### src/mte_pkg.sv
package mte_pkg;

	localparam int TICK_W = 28;
	localparam int MSG_MAX = 8;

	typedef enum logic [3:0] {
		FN_NOTE_OFF    = 4'd0,
		FN_NOTE_ON     = 4'd1,
		FN_KEY_PRESS   = 4'd2,
		FN_CONTROLLER  = 4'd3,
		FN_PROGRAM     = 4'd4,
		FN_CHAN_PRESS  = 4'd5,
		FN_PITCH_BEND  = 4'd6,
		FN_TEMPO       = 4'd7,
		FN_TIME_SIG    = 4'd8,
		FN_KEY_SIG     = 4'd9,
		FN_SMPTE       = 4'd10,
		FN_END_TRACK   = 4'd11
	} func_t;

	localparam logic [3:0] STATUS_BASE   = 4'h8;
	localparam logic [7:0] META_STATUS   = 8'hFF;
	localparam logic [7:0] META_TEMPO    = 8'h51;
	localparam logic [7:0] META_TIME_SIG = 8'h58;
	localparam logic [7:0] META_KEY_SIG  = 8'h59;
	localparam logic [7:0] META_SMPTE    = 8'h54;
	localparam logic [7:0] META_EOT      = 8'h2F;
	localparam logic [7:0] LEN_TEMPO     = 8'h03;
	localparam logic [7:0] LEN_TIME_SIG  = 8'h04;
	localparam logic [7:0] LEN_KEY_SIG   = 8'h02;
	localparam logic [7:0] LEN_SMPTE     = 8'h05;
	localparam logic [7:0] LEN_EOT       = 8'h00;
	localparam logic [7:0] CONT_BIT      = 8'h80;

	typedef struct packed {
		func_t              func;
		logic [3:0]         channel;
		logic [7:0]         byte_a;
		logic [7:0]         byte_b;
		logic [7:0]         byte_c;
		logic [7:0]         byte_d;
		logic [7:0]         byte_e;
		logic [23:0]        wide_value;
		logic [TICK_W-1:0]  delta;
	} event_t;

endpackage

### src/midi_track_event_encoder.sv
// Standard MIDI File track event encoder.
// The slave stream takes one event per request: tuser carries the event kind,
// tdata carries tick, channel, the five data bytes and the wide value. The
// master stream gives the encoded track bytes one per request in tdata, with
// tlast high on the final byte of each event.
// An accepted event is first held in an input stage, where its delta from
// the stored last tick is formed and the last tick is updated. It then moves
// into a byte buffer that is shifted out one byte per cycle while the receiver
// is ready; an event passes the input stage, then the byte buffer, to the output.
// Throughput is one output byte per cycle while the receiver is ready; an event
// has from 3 to DELTA_BYTES + 8 bytes. The input stage refills while the buffer
// drains, so events stream with no gap between them.
// Event kinds 12 to 15 are dropped at the input with no bytes and no change
// to the last tick. End of track sends 00 FF 2F 00 and clears the last tick.
// Reset clears the last tick and empties both stages.
// When the receiver stalls, the current byte holds and the buffer waits; one
// further event may be taken into the input stage, after which tready drops.
module midi_track_event_encoder #(
	parameter int DELTA_BYTES = 4
) (
	input  logic        clk,
	input  logic        arst_n,
	input  logic        s_tvalid,
	output logic        s_tready,
	// tick [27:0], channel [31:28], byte_a [39:32], byte_b [47:40], byte_c [55:48],
	// byte_d [63:56], byte_e [71:64], wide_value [95:72]
	input  logic [95:0] s_tdata,
	// func [3:0]
	input  logic [3:0]  s_tuser,
	output logic        m_tvalid,
	input  logic        m_tready,
	// out_byte [7:0]
	output logic [7:0]  m_tdata,
	// last
	output logic        m_tlast
);

	localparam int MAX_BYTES = DELTA_BYTES + mte_pkg::MSG_MAX;
	localparam int CNT_W = $clog2(MAX_BYTES + 1);
	localparam int DX_W = 7 * DELTA_BYTES;
	localparam int GI_W = (DELTA_BYTES > 1) ? $clog2(DELTA_BYTES) : 1;

	logic [mte_pkg::TICK_W-1:0] tick_in;
	logic [mte_pkg::TICK_W-1:0] last_tick_q;
	logic [mte_pkg::TICK_W-1:0] delta_in;
	logic                       s_accept;
	logic                       func_ok;
	mte_pkg::func_t             func_in;

	mte_pkg::event_t            ev_s1;
	logic                       valid_s1;

	logic [7:0]                 buf_s2 [MAX_BYTES];
	logic [CNT_W-1:0]           cnt_s2;
	logic                       m_take;
	logic                       load_s2;

	logic [7:0]                 msg [mte_pkg::MSG_MAX];
	logic [3:0]                 msg_n;
	logic [7:0]                 status;
	logic                       over;
	logic [DX_W-1:0]            delta_x;
	logic [6:0]                 grp [DELTA_BYTES];
	logic [CNT_W-1:0]           groups;
	logic [7:0]                 build [MAX_BYTES];

	assign tick_in  = s_tdata[27:0];
	assign func_in  = mte_pkg::func_t'(s_tuser);
	assign func_ok  = s_tuser inside {[mte_pkg::FN_NOTE_OFF:mte_pkg::FN_END_TRACK]};
	assign s_tready = !valid_s1;
	assign s_accept = s_tvalid && s_tready;

	always_comb begin
		if (func_in == mte_pkg::FN_END_TRACK || tick_in < last_tick_q) begin
			delta_in = '0;
		end else begin
			delta_in = tick_in - last_tick_q;
		end
	end

	always_ff @(posedge clk or negedge arst_n) begin
		if (!arst_n) begin
			valid_s1    <= 1'b0;
			last_tick_q <= '0;
		end else begin
			if (s_accept && func_ok) begin
				valid_s1    <= 1'b1;
				last_tick_q <= (func_in == mte_pkg::FN_END_TRACK) ? '0 : tick_in;
			end else if (load_s2) begin
				valid_s1 <= 1'b0;
			end
		end
	end

	always_ff @(posedge clk) begin
		if (s_accept && func_ok) begin
			ev_s1.func       <= func_in;
			ev_s1.channel    <= s_tdata[31:28];
			ev_s1.byte_a     <= s_tdata[39:32];
			ev_s1.byte_b     <= s_tdata[47:40];
			ev_s1.byte_c     <= s_tdata[55:48];
			ev_s1.byte_d     <= s_tdata[63:56];
			ev_s1.byte_e     <= s_tdata[71:64];
			ev_s1.wide_value <= s_tdata[95:72];
			ev_s1.delta      <= delta_in;
		end
	end

	// Message bytes that follow the delta.
	always_comb begin
		status = {4'(ev_s1.func) + mte_pkg::STATUS_BASE, ev_s1.channel};
		for (int k = 0; k < mte_pkg::MSG_MAX; k++) begin
			msg[k] = '0;
		end
		msg_n = 4'd0;
		case (ev_s1.func)
			mte_pkg::FN_NOTE_OFF, mte_pkg::FN_NOTE_ON, mte_pkg::FN_KEY_PRESS,
			mte_pkg::FN_CONTROLLER: begin
				msg[0] = status;
				msg[1] = ev_s1.byte_a;
				msg[2] = ev_s1.byte_b;
				msg_n  = 4'd3;
			end
			mte_pkg::FN_PROGRAM, mte_pkg::FN_CHAN_PRESS: begin
				msg[0] = status;
				msg[1] = ev_s1.byte_a;
				msg_n  = 4'd2;
			end
			mte_pkg::FN_PITCH_BEND: begin
				msg[0] = status;
				msg[1] = {1'b0, ev_s1.wide_value[6:0]};
				msg[2] = {1'b0, ev_s1.wide_value[13:7]};
				msg_n  = 4'd3;
			end
			mte_pkg::FN_TEMPO: begin
				msg[0] = mte_pkg::META_STATUS;
				msg[1] = mte_pkg::META_TEMPO;
				msg[2] = mte_pkg::LEN_TEMPO;
				msg[3] = ev_s1.wide_value[23:16];
				msg[4] = ev_s1.wide_value[15:8];
				msg[5] = ev_s1.wide_value[7:0];
				msg_n  = 4'd6;
			end
			mte_pkg::FN_TIME_SIG: begin
				msg[0] = mte_pkg::META_STATUS;
				msg[1] = mte_pkg::META_TIME_SIG;
				msg[2] = mte_pkg::LEN_TIME_SIG;
				msg[3] = ev_s1.byte_a;
				msg[4] = ev_s1.byte_b;
				msg[5] = ev_s1.byte_c;
				msg[6] = ev_s1.byte_d;
				msg_n  = 4'd7;
			end
			mte_pkg::FN_KEY_SIG: begin
				msg[0] = mte_pkg::META_STATUS;
				msg[1] = mte_pkg::META_KEY_SIG;
				msg[2] = mte_pkg::LEN_KEY_SIG;
				msg[3] = ev_s1.byte_a;
				msg[4] = ev_s1.byte_b;
				msg_n  = 4'd5;
			end
			mte_pkg::FN_SMPTE: begin
				msg[0] = mte_pkg::META_STATUS;
				msg[1] = mte_pkg::META_SMPTE;
				msg[2] = mte_pkg::LEN_SMPTE;
				msg[3] = ev_s1.byte_a;
				msg[4] = ev_s1.byte_b;
				msg[5] = ev_s1.byte_c;
				msg[6] = ev_s1.byte_d;
				msg[7] = ev_s1.byte_e;
				msg_n  = 4'd8;
			end
			mte_pkg::FN_END_TRACK: begin
				msg[0] = mte_pkg::META_STATUS;
				msg[1] = mte_pkg::META_EOT;
				msg[2] = mte_pkg::LEN_EOT;
				msg_n  = 4'd3;
			end
			default: begin
				msg_n = 4'd0;
			end
		endcase
	end

	// Delta as a variable-length quantity, followed by the message bytes.
	always_comb begin
		int gi;
		int mi;
		over    = |(ev_s1.delta >> DX_W);
		delta_x = over ? '1 : DX_W'(ev_s1.delta);
		groups  = CNT_W'(1);
		for (int g = 0; g < DELTA_BYTES; g++) begin
			grp[g] = delta_x[7*g +: 7];
		end
		for (int g = 1; g < DELTA_BYTES; g++) begin
			if ((delta_x >> (7 * g)) != '0) begin
				groups = CNT_W'(g + 1);
			end
		end
		for (int i = 0; i < MAX_BYTES; i++) begin
			gi = 0;
			mi = 0;
			if (i < int'(groups)) begin
				gi = int'(groups) - 1 - i;
				build[i] = {(gi != 0), grp[GI_W'(gi)]};
			end else begin
				mi = i - int'(groups);
				if (mi < int'(msg_n)) begin
					build[i] = msg[3'(mi)];
				end else begin
					build[i] = '0;
				end
			end
		end
	end

	assign m_tvalid = (cnt_s2 != '0);
	assign m_take   = m_tvalid && m_tready;
	assign load_s2  = valid_s1 && (cnt_s2 == '0 || (cnt_s2 == CNT_W'(1) && m_tready));
	assign m_tdata  = buf_s2[0];
	assign m_tlast  = (cnt_s2 == CNT_W'(1));

	always_ff @(posedge clk or negedge arst_n) begin
		if (!arst_n) begin
			cnt_s2 <= '0;
		end else begin
			if (load_s2) begin
				cnt_s2 <= groups + CNT_W'(msg_n);
			end else if (m_take) begin
				cnt_s2 <= cnt_s2 - CNT_W'(1);
			end
		end
	end

	always_ff @(posedge clk) begin
		if (load_s2) begin
			buf_s2 <= build;
		end else if (m_take) begin
			for (int i = 0; i < MAX_BYTES - 1; i++) begin
				buf_s2[i] <= buf_s2[i + 1];
			end
			buf_s2[MAX_BYTES - 1] <= '0;
		end
	end

`ifndef SYNTHESIS
	a_eot_clears: assert property (@(posedge clk) disable iff (!arst_n)
		s_accept && s_tuser == mte_pkg::FN_END_TRACK |=> last_tick_q == '0)
		else $error("last tick not cleared by end of track");

	a_tick_kept: assert property (@(posedge clk) disable iff (!arst_n)
		s_accept && s_tuser < mte_pkg::FN_END_TRACK |=> last_tick_q == $past(tick_in))
		else $error("last tick not updated by event");

	a_load_fills: assert property (@(posedge clk) disable iff (!arst_n)
		valid_s1 && cnt_s2 == '0 |=> cnt_s2 != '0 && !valid_s1)
		else $error("waiting event not moved into the output buffer");
`endif

endmodule

### config.mk
export PLATFORM = sky130hd
export DESIGN_NAME = midi_track_event_encoder
export DESIGN_NICKNAME = d
export VERILOG_FILES = /design/src/mte_pkg.sv /design/src/midi_track_event_encoder.sv
export SDC_FILE = /design/constraint.sdc
export NUM_CORES = 1
export LEC_CHECK = 0
export BUFFER_PORTS_ARGS = -buffer_cell sky130_fd_sc_hd__clkbuf_2
export CELL_PAD_IN_SITES_DETAIL_PLACEMENT = 1
export CELL_PAD_IN_SITES_GLOBAL_PLACEMENT = 2
export CORE_UTILIZATION = 43
export DETAILED_ROUTE_END_ITERATION = 7
export GPL_TIMING_DRIVEN = 0
export PLACE_DENSITY = 0.9
export SKIP_CTS_REPAIR_TIMING = 1
export SYNTH_ARGS = -nofsm -noshare
export SYNTH_HDL_FRONTEND = slang
export SYNTH_SLANG_ARGS = --single-unit
### constraint.sdc
create_clock -name clk -period 7.4 [get_ports clk]
set_clock_uncertainty 0.15 [all_clocks]
set_input_delay 1.48 -clock clk [delete_from_list [all_inputs] [get_ports clk]]
set_output_delay 1.48 -clock clk [all_outputs]
set_load 0.03 [all_outputs]
==> impl_metrics.tcl, run 1 <==
set metrics [dict create \
    mostFrequentLayoutCells "196 x edfxtp_1, 194 x nand2_1, 114 x clkbuf_2, 108 x o21ai_0, 85 x nor2_1" \
    synth_edf_count 196 \
    grt-ovfl-total 0 \
    yosysSeqAreaShare_pct 49.39 \
    die_area_sq_um 32320 \
    cts_sinks 229 \
    clkSlewWorstSetupHoldPaths_ns 0.06 \
    via_per_inst 6.121 \
    start_kind "flip-flop" \
    fp.dieW_um 179.8 \
    hp-class "flip-flop to flip-flop" \
    synth_top_flop_cell "edfxtp_1" \
    crit_fanout 12 \
    cts_tree "done" \
    post_drt_wl_per_cell_um 25.58 \
    placed_cell_area_sq_um 14720 \
    grt_pass1_vias 11710 \
    place.gp.congestion 1.022 \
    synthesis.area_sq_um 13590 \
    netSwitchingFraction_pct 36.09 \
    crit_type "flip-flop to flip-flop" \
    avgSynthCellArea_sq_um 10.22 \
    hold_viol 0 \
    yosysWarnings 0 \
    finalCriticalPeriod_ns 5.204 \
    violations "design-rule violations" \
    die_y_um 179.8 \
    antenna_cells 0 \
    p_switching_w 0.001830 \
    maxCapViolations 0 \
    core_area_sq_um 30830 \
    p_comb_share_pct 35.0 \
    crit_required_ns 7.64 \
    cts.path.max_buffers 3 \
    grt_pass1_wl_um 73000 \
    synthArstFlopShare_pct 14.41 \
    initial_core_util_pct 44.07 \
    worst_slew_pin_slew_ns 1.415 \
    nets 1637 \
    clkPwrFrac_pct 26.7 \
    end_kind "flip-flop" \
    final_common_cell "edfxtp_1" \
    antenna_found_initial 0 \
    outcome "complete, but fails checks" \
    ios 115 \
    final_area_sq_um 15610 \
    syn2layout_area_growth_pct 14.86 \
    fp-row-count 64 \
    setup_viol 0 \
    period_share_pct 70.32 \
    min_path_cells 1 \
    irDropWorstVdd_v 0.0002128 \
    relSlewSlack_pct 5.110 \
    io_buffers 114 \
    powerDensity_nw_per_um2 324.8 \
    htreeDepth 1 \
    ant_nets 0 \
    num_vias 11590 \
    drc 1 \
    grt_usage_pct 29.84 \
    fmax_mhz 192.2 \
    synth.distinct_cells 74 \
    drt_iter0_markers 1220 \
    cp.arrival_ns 5.45 \
    synth_seq_cells 229 \
    rsz0062_at_grt "no" \
    cts_buffers 27 \
    finalWirelength_um 48420 \
    cts_root_buf "clkbuf_16" \
    drive_above_1_share_pct 15.30 \
    leakage_nw 6.280 \
    drv_slew 0 \
    p_int_w 0.003240 \
    num-fill-cells 3406 \
    drt_first_pass_iters 8 \
    synth_cells 1330 \
    insertion_delay_ns 0.56 \
    r2r_cells 13 \
    grt_max_degree 73 \
    hpwl_um 37590 \
    seq_power_share_pct 38.2 \
    setup_tns_ns 0 \
]
[cell families (layout without fill, tap and decap cells)]
| logic type | after synthesis | in the layout | share of synthesized area [%] |
|---|---|---|---|
| compound gates | 380 | 380 | 18.78 |
| fa+ha+maj | 57 | 57 | 5.359 |
| other cells | 1 | 2 | 0.02760 |
| simple gates | 408 | 408 | 13.63 |
| buf+inv | 141 | 307 | 4.447 |
| xor+xnor | 19 | 19 | 1.225 |
| flops | 229 | 229 | 49.39 |
| mux | 95 | 95 | 7.136 |
[synthesized netlist by cell type, types with 4 or more instances]
| cell | n | area [sq um] |
|---|---|---|
| a2111oi_0 | 4 | 35.03 |
| a211o_1 | 4 | 35.03 |
| a211oi_1 | 5 | 37.54 |
| a21boi_0 | 4 | 30.03 |
| a21o_1 | 18 | 135.1 |
| a21oi_1 | 70 | 350.3 |
| a221oi_1 | 16 | 140.1 |
| a222oi_1 | 5 | 50.05 |
| a22o_1 | 21 | 183.9 |
| a22oi_1 | 30 | 225.2 |
| a31oi_1 | 8 | 50.05 |
| a32o_1 | 5 | 50.05 |
| a32oi_1 | 5 | 43.79 |
| and2_1 | 7 | 43.79 |
| and3_1 | 8 | 50.05 |
| buf_1 | 7 | 26.28 |
| buf_2 | 23 | 115.1 |
| buf_4 | 10 | 75.07 |
| clkbuf_1 | 44 | 165.2 |
| dfrtp_1 | 33 | 825.8 |
| edfxtp_1 | 196 | 5886 |
| ha_1 | 55 | 688.2 |
| inv_1 | 50 | 187.7 |
| inv_2 | 4 | 15.01 |
| mux2_2 | 15 | 168.9 |
| mux2i_1 | 80 | 800.8 |
| nand2_1 | 194 | 728.2 |
| nand2b_1 | 20 | 125.1 |
| nand3_1 | 27 | 135.1 |
| nor2_1 | 85 | 319.1 |
| nor2b_1 | 21 | 131.4 |
| nor3_1 | 18 | 90.09 |
| nor3b_1 | 8 | 60.06 |
| o211ai_1 | 12 | 90.09 |
| o21a_1 | 12 | 90.09 |
| o21ai_0 | 108 | 540.5 |
| o21ai_1 | 5 | 25.02 |
| o221ai_1 | 21 | 183.9 |
| o22a_1 | 4 | 35.03 |
| xnor2_1 | 10 | 87.58 |
| xor2_1 | 9 | 78.83 |
[final timing paths]
| check | slack (ns) | start | end |
|---|---|---|---|
| worst max register to register | 2.20 | delta_x[24] | buf_s2[56] |
| worst min register to register | 0.37 | last_tick_q[0] | last_tick_q[0] |
| worst max-delay path | 2.20 | delta_x[24] | buf_s2[56] |
| worst min-delay path | 0.37 | last_tick_q[0] | last_tick_q[0] |
| max in group asynchronous | 5.61 | arst_n | last_tick_q[2] |
| min in group asynchronous | 0.90 | arst_n | last_tick_q[22] |
[power groups by stage]
stage,clock [W],combinational (W),sequential (W)
global placement,0,0.00169,0.00197
floorplan,0,0.00123,0.00192
CTS,0.00138,0.00176,0.00194
global route,0.00141,0.00196,0.00196
detailed placement,0,0.00175,0.00196
finish,0.00136,0.00178,0.00194
[layer usage]
layer / global-route usage, % / part of all wire, % / vias up
met2: 44.95 / 44 / 477
li1: - / - / 5231
met1: 43.57 / 45 / 5794
met5: 0 / 0 / -
met4: 9.966 / 3.3 / 0
met3: 4.781 / 7.6 / 85
[final cells by class]
type	instances	area (sq um)	area share, %
Buffer	85	396.6	2.541
Clock buffer	32	704.4	4.513
Clock inverter	18	183.9	1.178
Inverter	56	214.0	1.371
Multi-Input combinational cell	961	6276	40.21
Sequential cell	229	6711	43.00
Tap cell	396	495.5	3.175
Timing Repair Buffer	116	625.6	4.008
[metrics by stage]
step | total power, W | hold slack [ns] | util (%) | setup slack (ns) | std cells
final | 0.005070 | 0.3693 | 50.63 | 2.196 | 1893
after global routing | 0.005336 | 0.3918 | 50.63 | 2.101 | 1893
after floorplan | 0.003143 | 0.3272 | - | 2.070 | 1331
after CTS | 0.005080 | 0.3695 | 50.63 | 2.249 | 1893
after global placement | 0.003656 | 0.3397 | 47.54 | 0.2580 | 1841
after detailed placement | 0.003713 | 0.3547 | 47.74 | 2.290 | 1843
[worst max-delay path: stages (launching register included)]
cell      delay (ns)
edfxtp_1        0.43
nor4_4          0.35
nand2_2         0.25
inv_2           0.19
clkbuf_1        0.46
buf_1           0.56
ha_1            0.30
clkbuf_1        0.61
inv_2           0.32
ha_1            0.36
a21oi_1         0.13
nor2_1          0.05
nor2_1          0.59
a22o_1          0.28
[sequential cells by signal (all words and copies together) (netlist names)]
register and cells:
buf_s2 88, cnt_s2 4, last_tick_q 28, delta_x 28, m_tdata 8, valid_s1 1
ev_s1 72
(Power assumes the default switching activity.)
==> inputs of run 2 (changes only) <==
Settings changed: CORE_UTILIZATION 43 to 40, PLACE_DENSITY 0.9 to 0.84.
Clock period 7.4 ns to 5.07 ns, I/O delays scaled along.
==> run 2 against run 1 <==
Die area increased by 7.4%. The flow now finishes without violations. Highest routed layer unchanged. Count of clock-buffer cells in the layout decreased by 1. First-iteration DRC count decreased by 6.1%. Worst hold slack got worse by 0.0096 ns.
==> impl_metrics.tcl, run 2 (synthesis gave the netlist of run 1 again) <==
set metrics [dict create \
    outcome "finished clean" \
    drc 0 \
    crit_required_ns 5.30 \
    drt_first_pass_iters 5 \
    start_kind "flip-flop" \
    final_common_cell "edfxtp_1" \
    end_kind "flip-flop" \
    min_path_cells 2 \
    finalWirelength_um 47560 \
    ff2ff_setup_slack_ns 0.21 \
    stdcell_count 1942 \
    cts_buffers 26 \
    mostFrequentLayoutCells "196 x edfxtp_1, 194 x nand2_1, 115 x clkbuf_2, 108 x o21ai_0, 85 x nor2_1" \
    initial_core_util_pct 40.62 \
    ios 115 \
    reg_top3 "buf_s2: 88 flops, ev_s1: 72 flops" \
    io_buffers 114 \
    drive_above_1_share_pct 14.99 \
    cts.path.max_buffers 3 \
    hold_end "buf_s2[20]" \
    dp_cells 1895 \
    hold_ws_ns 0.3597 \
    fp.dieW_um 186.3 \
    fmax_mhz 205.9 \
    antenna_found_initial 0 \
    largest_reg_flops 88 \
    clkSlewWorstSetupHoldPaths_ns 0.06 \
    ant_nets 0 \
    crit_type "flip-flop to flip-flop" \
    crit_path_start "delta_x[25]" \
    worst_slew_pin_slew_ns 1.300 \
    setup_viol 0 \
    cts_tree "done" \
    grt_usage_pct 27.02 \
    finalCriticalPeriod_ns 4.857 \
    grt_pass1_vias 11280 \
    grt_max_degree 74 \
    hold_viol 0 \
    via_per_inst 5.859 \
    drt_iter0_markers 1146 \
    grt_pass1_wl_um 71240 \
    die_y_um 186.3 \
    rsz0062_at_grt "no" \
    crit_fanout 12 \
    drv_slew 0 \
    antenna_cells 0 \
    htreeDepth 1 \
    syn2layout_area_growth_pct 15.06 \
    hpwl_um 37330 \
    post_drt_wl_per_cell_um 24.49 \
    insertion_delay_ns 0.55 \
    relSlewSlack_pct 13.34 \
    num-fill-cells 3754 \
    die_area_sq_um 34710 \
    finalWorstSetupSlack_ns 0.2134 \
    worstReg2RegEnd "buf_s2[58]" \
    num_vias 11380 \
    irDropWorstVdd_v 0.0003475 \
    largest_register "buf_s2" \
    min_from "buf_s2[12]" \
    period_share_pct 95.79 \
    cts_sinks 229 \
    leakage_nw 6.272 \
    cp.arrival_ns 5.09 \
    fp-row-count 67 \
    cts_root_buf "clkbuf_16" \
    place_ws_ns 0.1258 \
    grt-ovfl-total 0 \
    nets 1636 \
    place.gp.congestion 0.9715 \
    maxCapViolations 0 \
    core_area_sq_um 33450 \
    powerDensity_nw_per_um2 468.4 \
    r2r_cells 13 \
    regToRegStartpoint "delta_x[25]" \
    hp-class "flip-flop to flip-flop" \
]
==> run 2: layout make-up <==
type                       instances  area (sq um)  area share (%)
sequential                       229          6711           42.93
multi-input combinational        961          6276           40.14
clock buffer                      31         690.7           4.417
timing repair buffer             116         625.6           4.001
tap                              448         560.5           3.585
buffer                            85         397.9           2.545
inverter                          56         214.0           1.368
clock inverter                    16         158.9           1.016
==> run 2: how the worst max path moves through the flow <==
stage / endpoint / slack [ns] / cells past startpoint
after global routing: buf_s2[58] / 0.05 / 13
after CTS: buf_s2[58] / 0.07 / 13
after floorplan: delta_x[0] / 0.21 / 4
after detailed placement: buf_s2[58] / 0.13 / 13
final: buf_s2[58] / 0.21 / 13
after global placement: last_tick_q[16] / -1.50 / 6
==> run 2: per-layer routing <==
metal,GRT usage [%],share of wire (%)
met1,40.38,47
met2,41.03,44
met3,4.100,6.8
met4,6.230,2.0
met5,0,0
==> run 2: through the flow <==
stage	utilization [%]	TNS, ns	total power [W]	area, sq um
3_5_place_dp	44.20	0	0.005424	14780
3_3_place_gp	44.02	-157.24	0.005355	14720
2_1_floorplan	-	0	0.004588	13590
5_1_grt	46.74	0	0.007717	15640
4_1_cts	46.74	0	0.007348	15630
6_report	46.74	0	0.007324	15640
==> run 2: report_power, final <==
part / internal [W] / switching, W
sequential: 0.00263 / 0.000198
clock: 0.00112 / 0.000794
combinational: 0.000950 / 0.00163
==> run 2: critical path: stages (launching register included) <==
cell	delay (ns)
edfxtp_1	0.45
nor4_4	0.33
nand2_2	0.25
inv_2	0.19
clkbuf_1	0.44
clkbuf_2	0.40
ha_1	0.22
clkbuf_1	0.54
inv_2	0.29
ha_1	0.35
a21oi_1	0.13
nor2_1	0.05
nor2_1	0.57
a22o_1	0.31
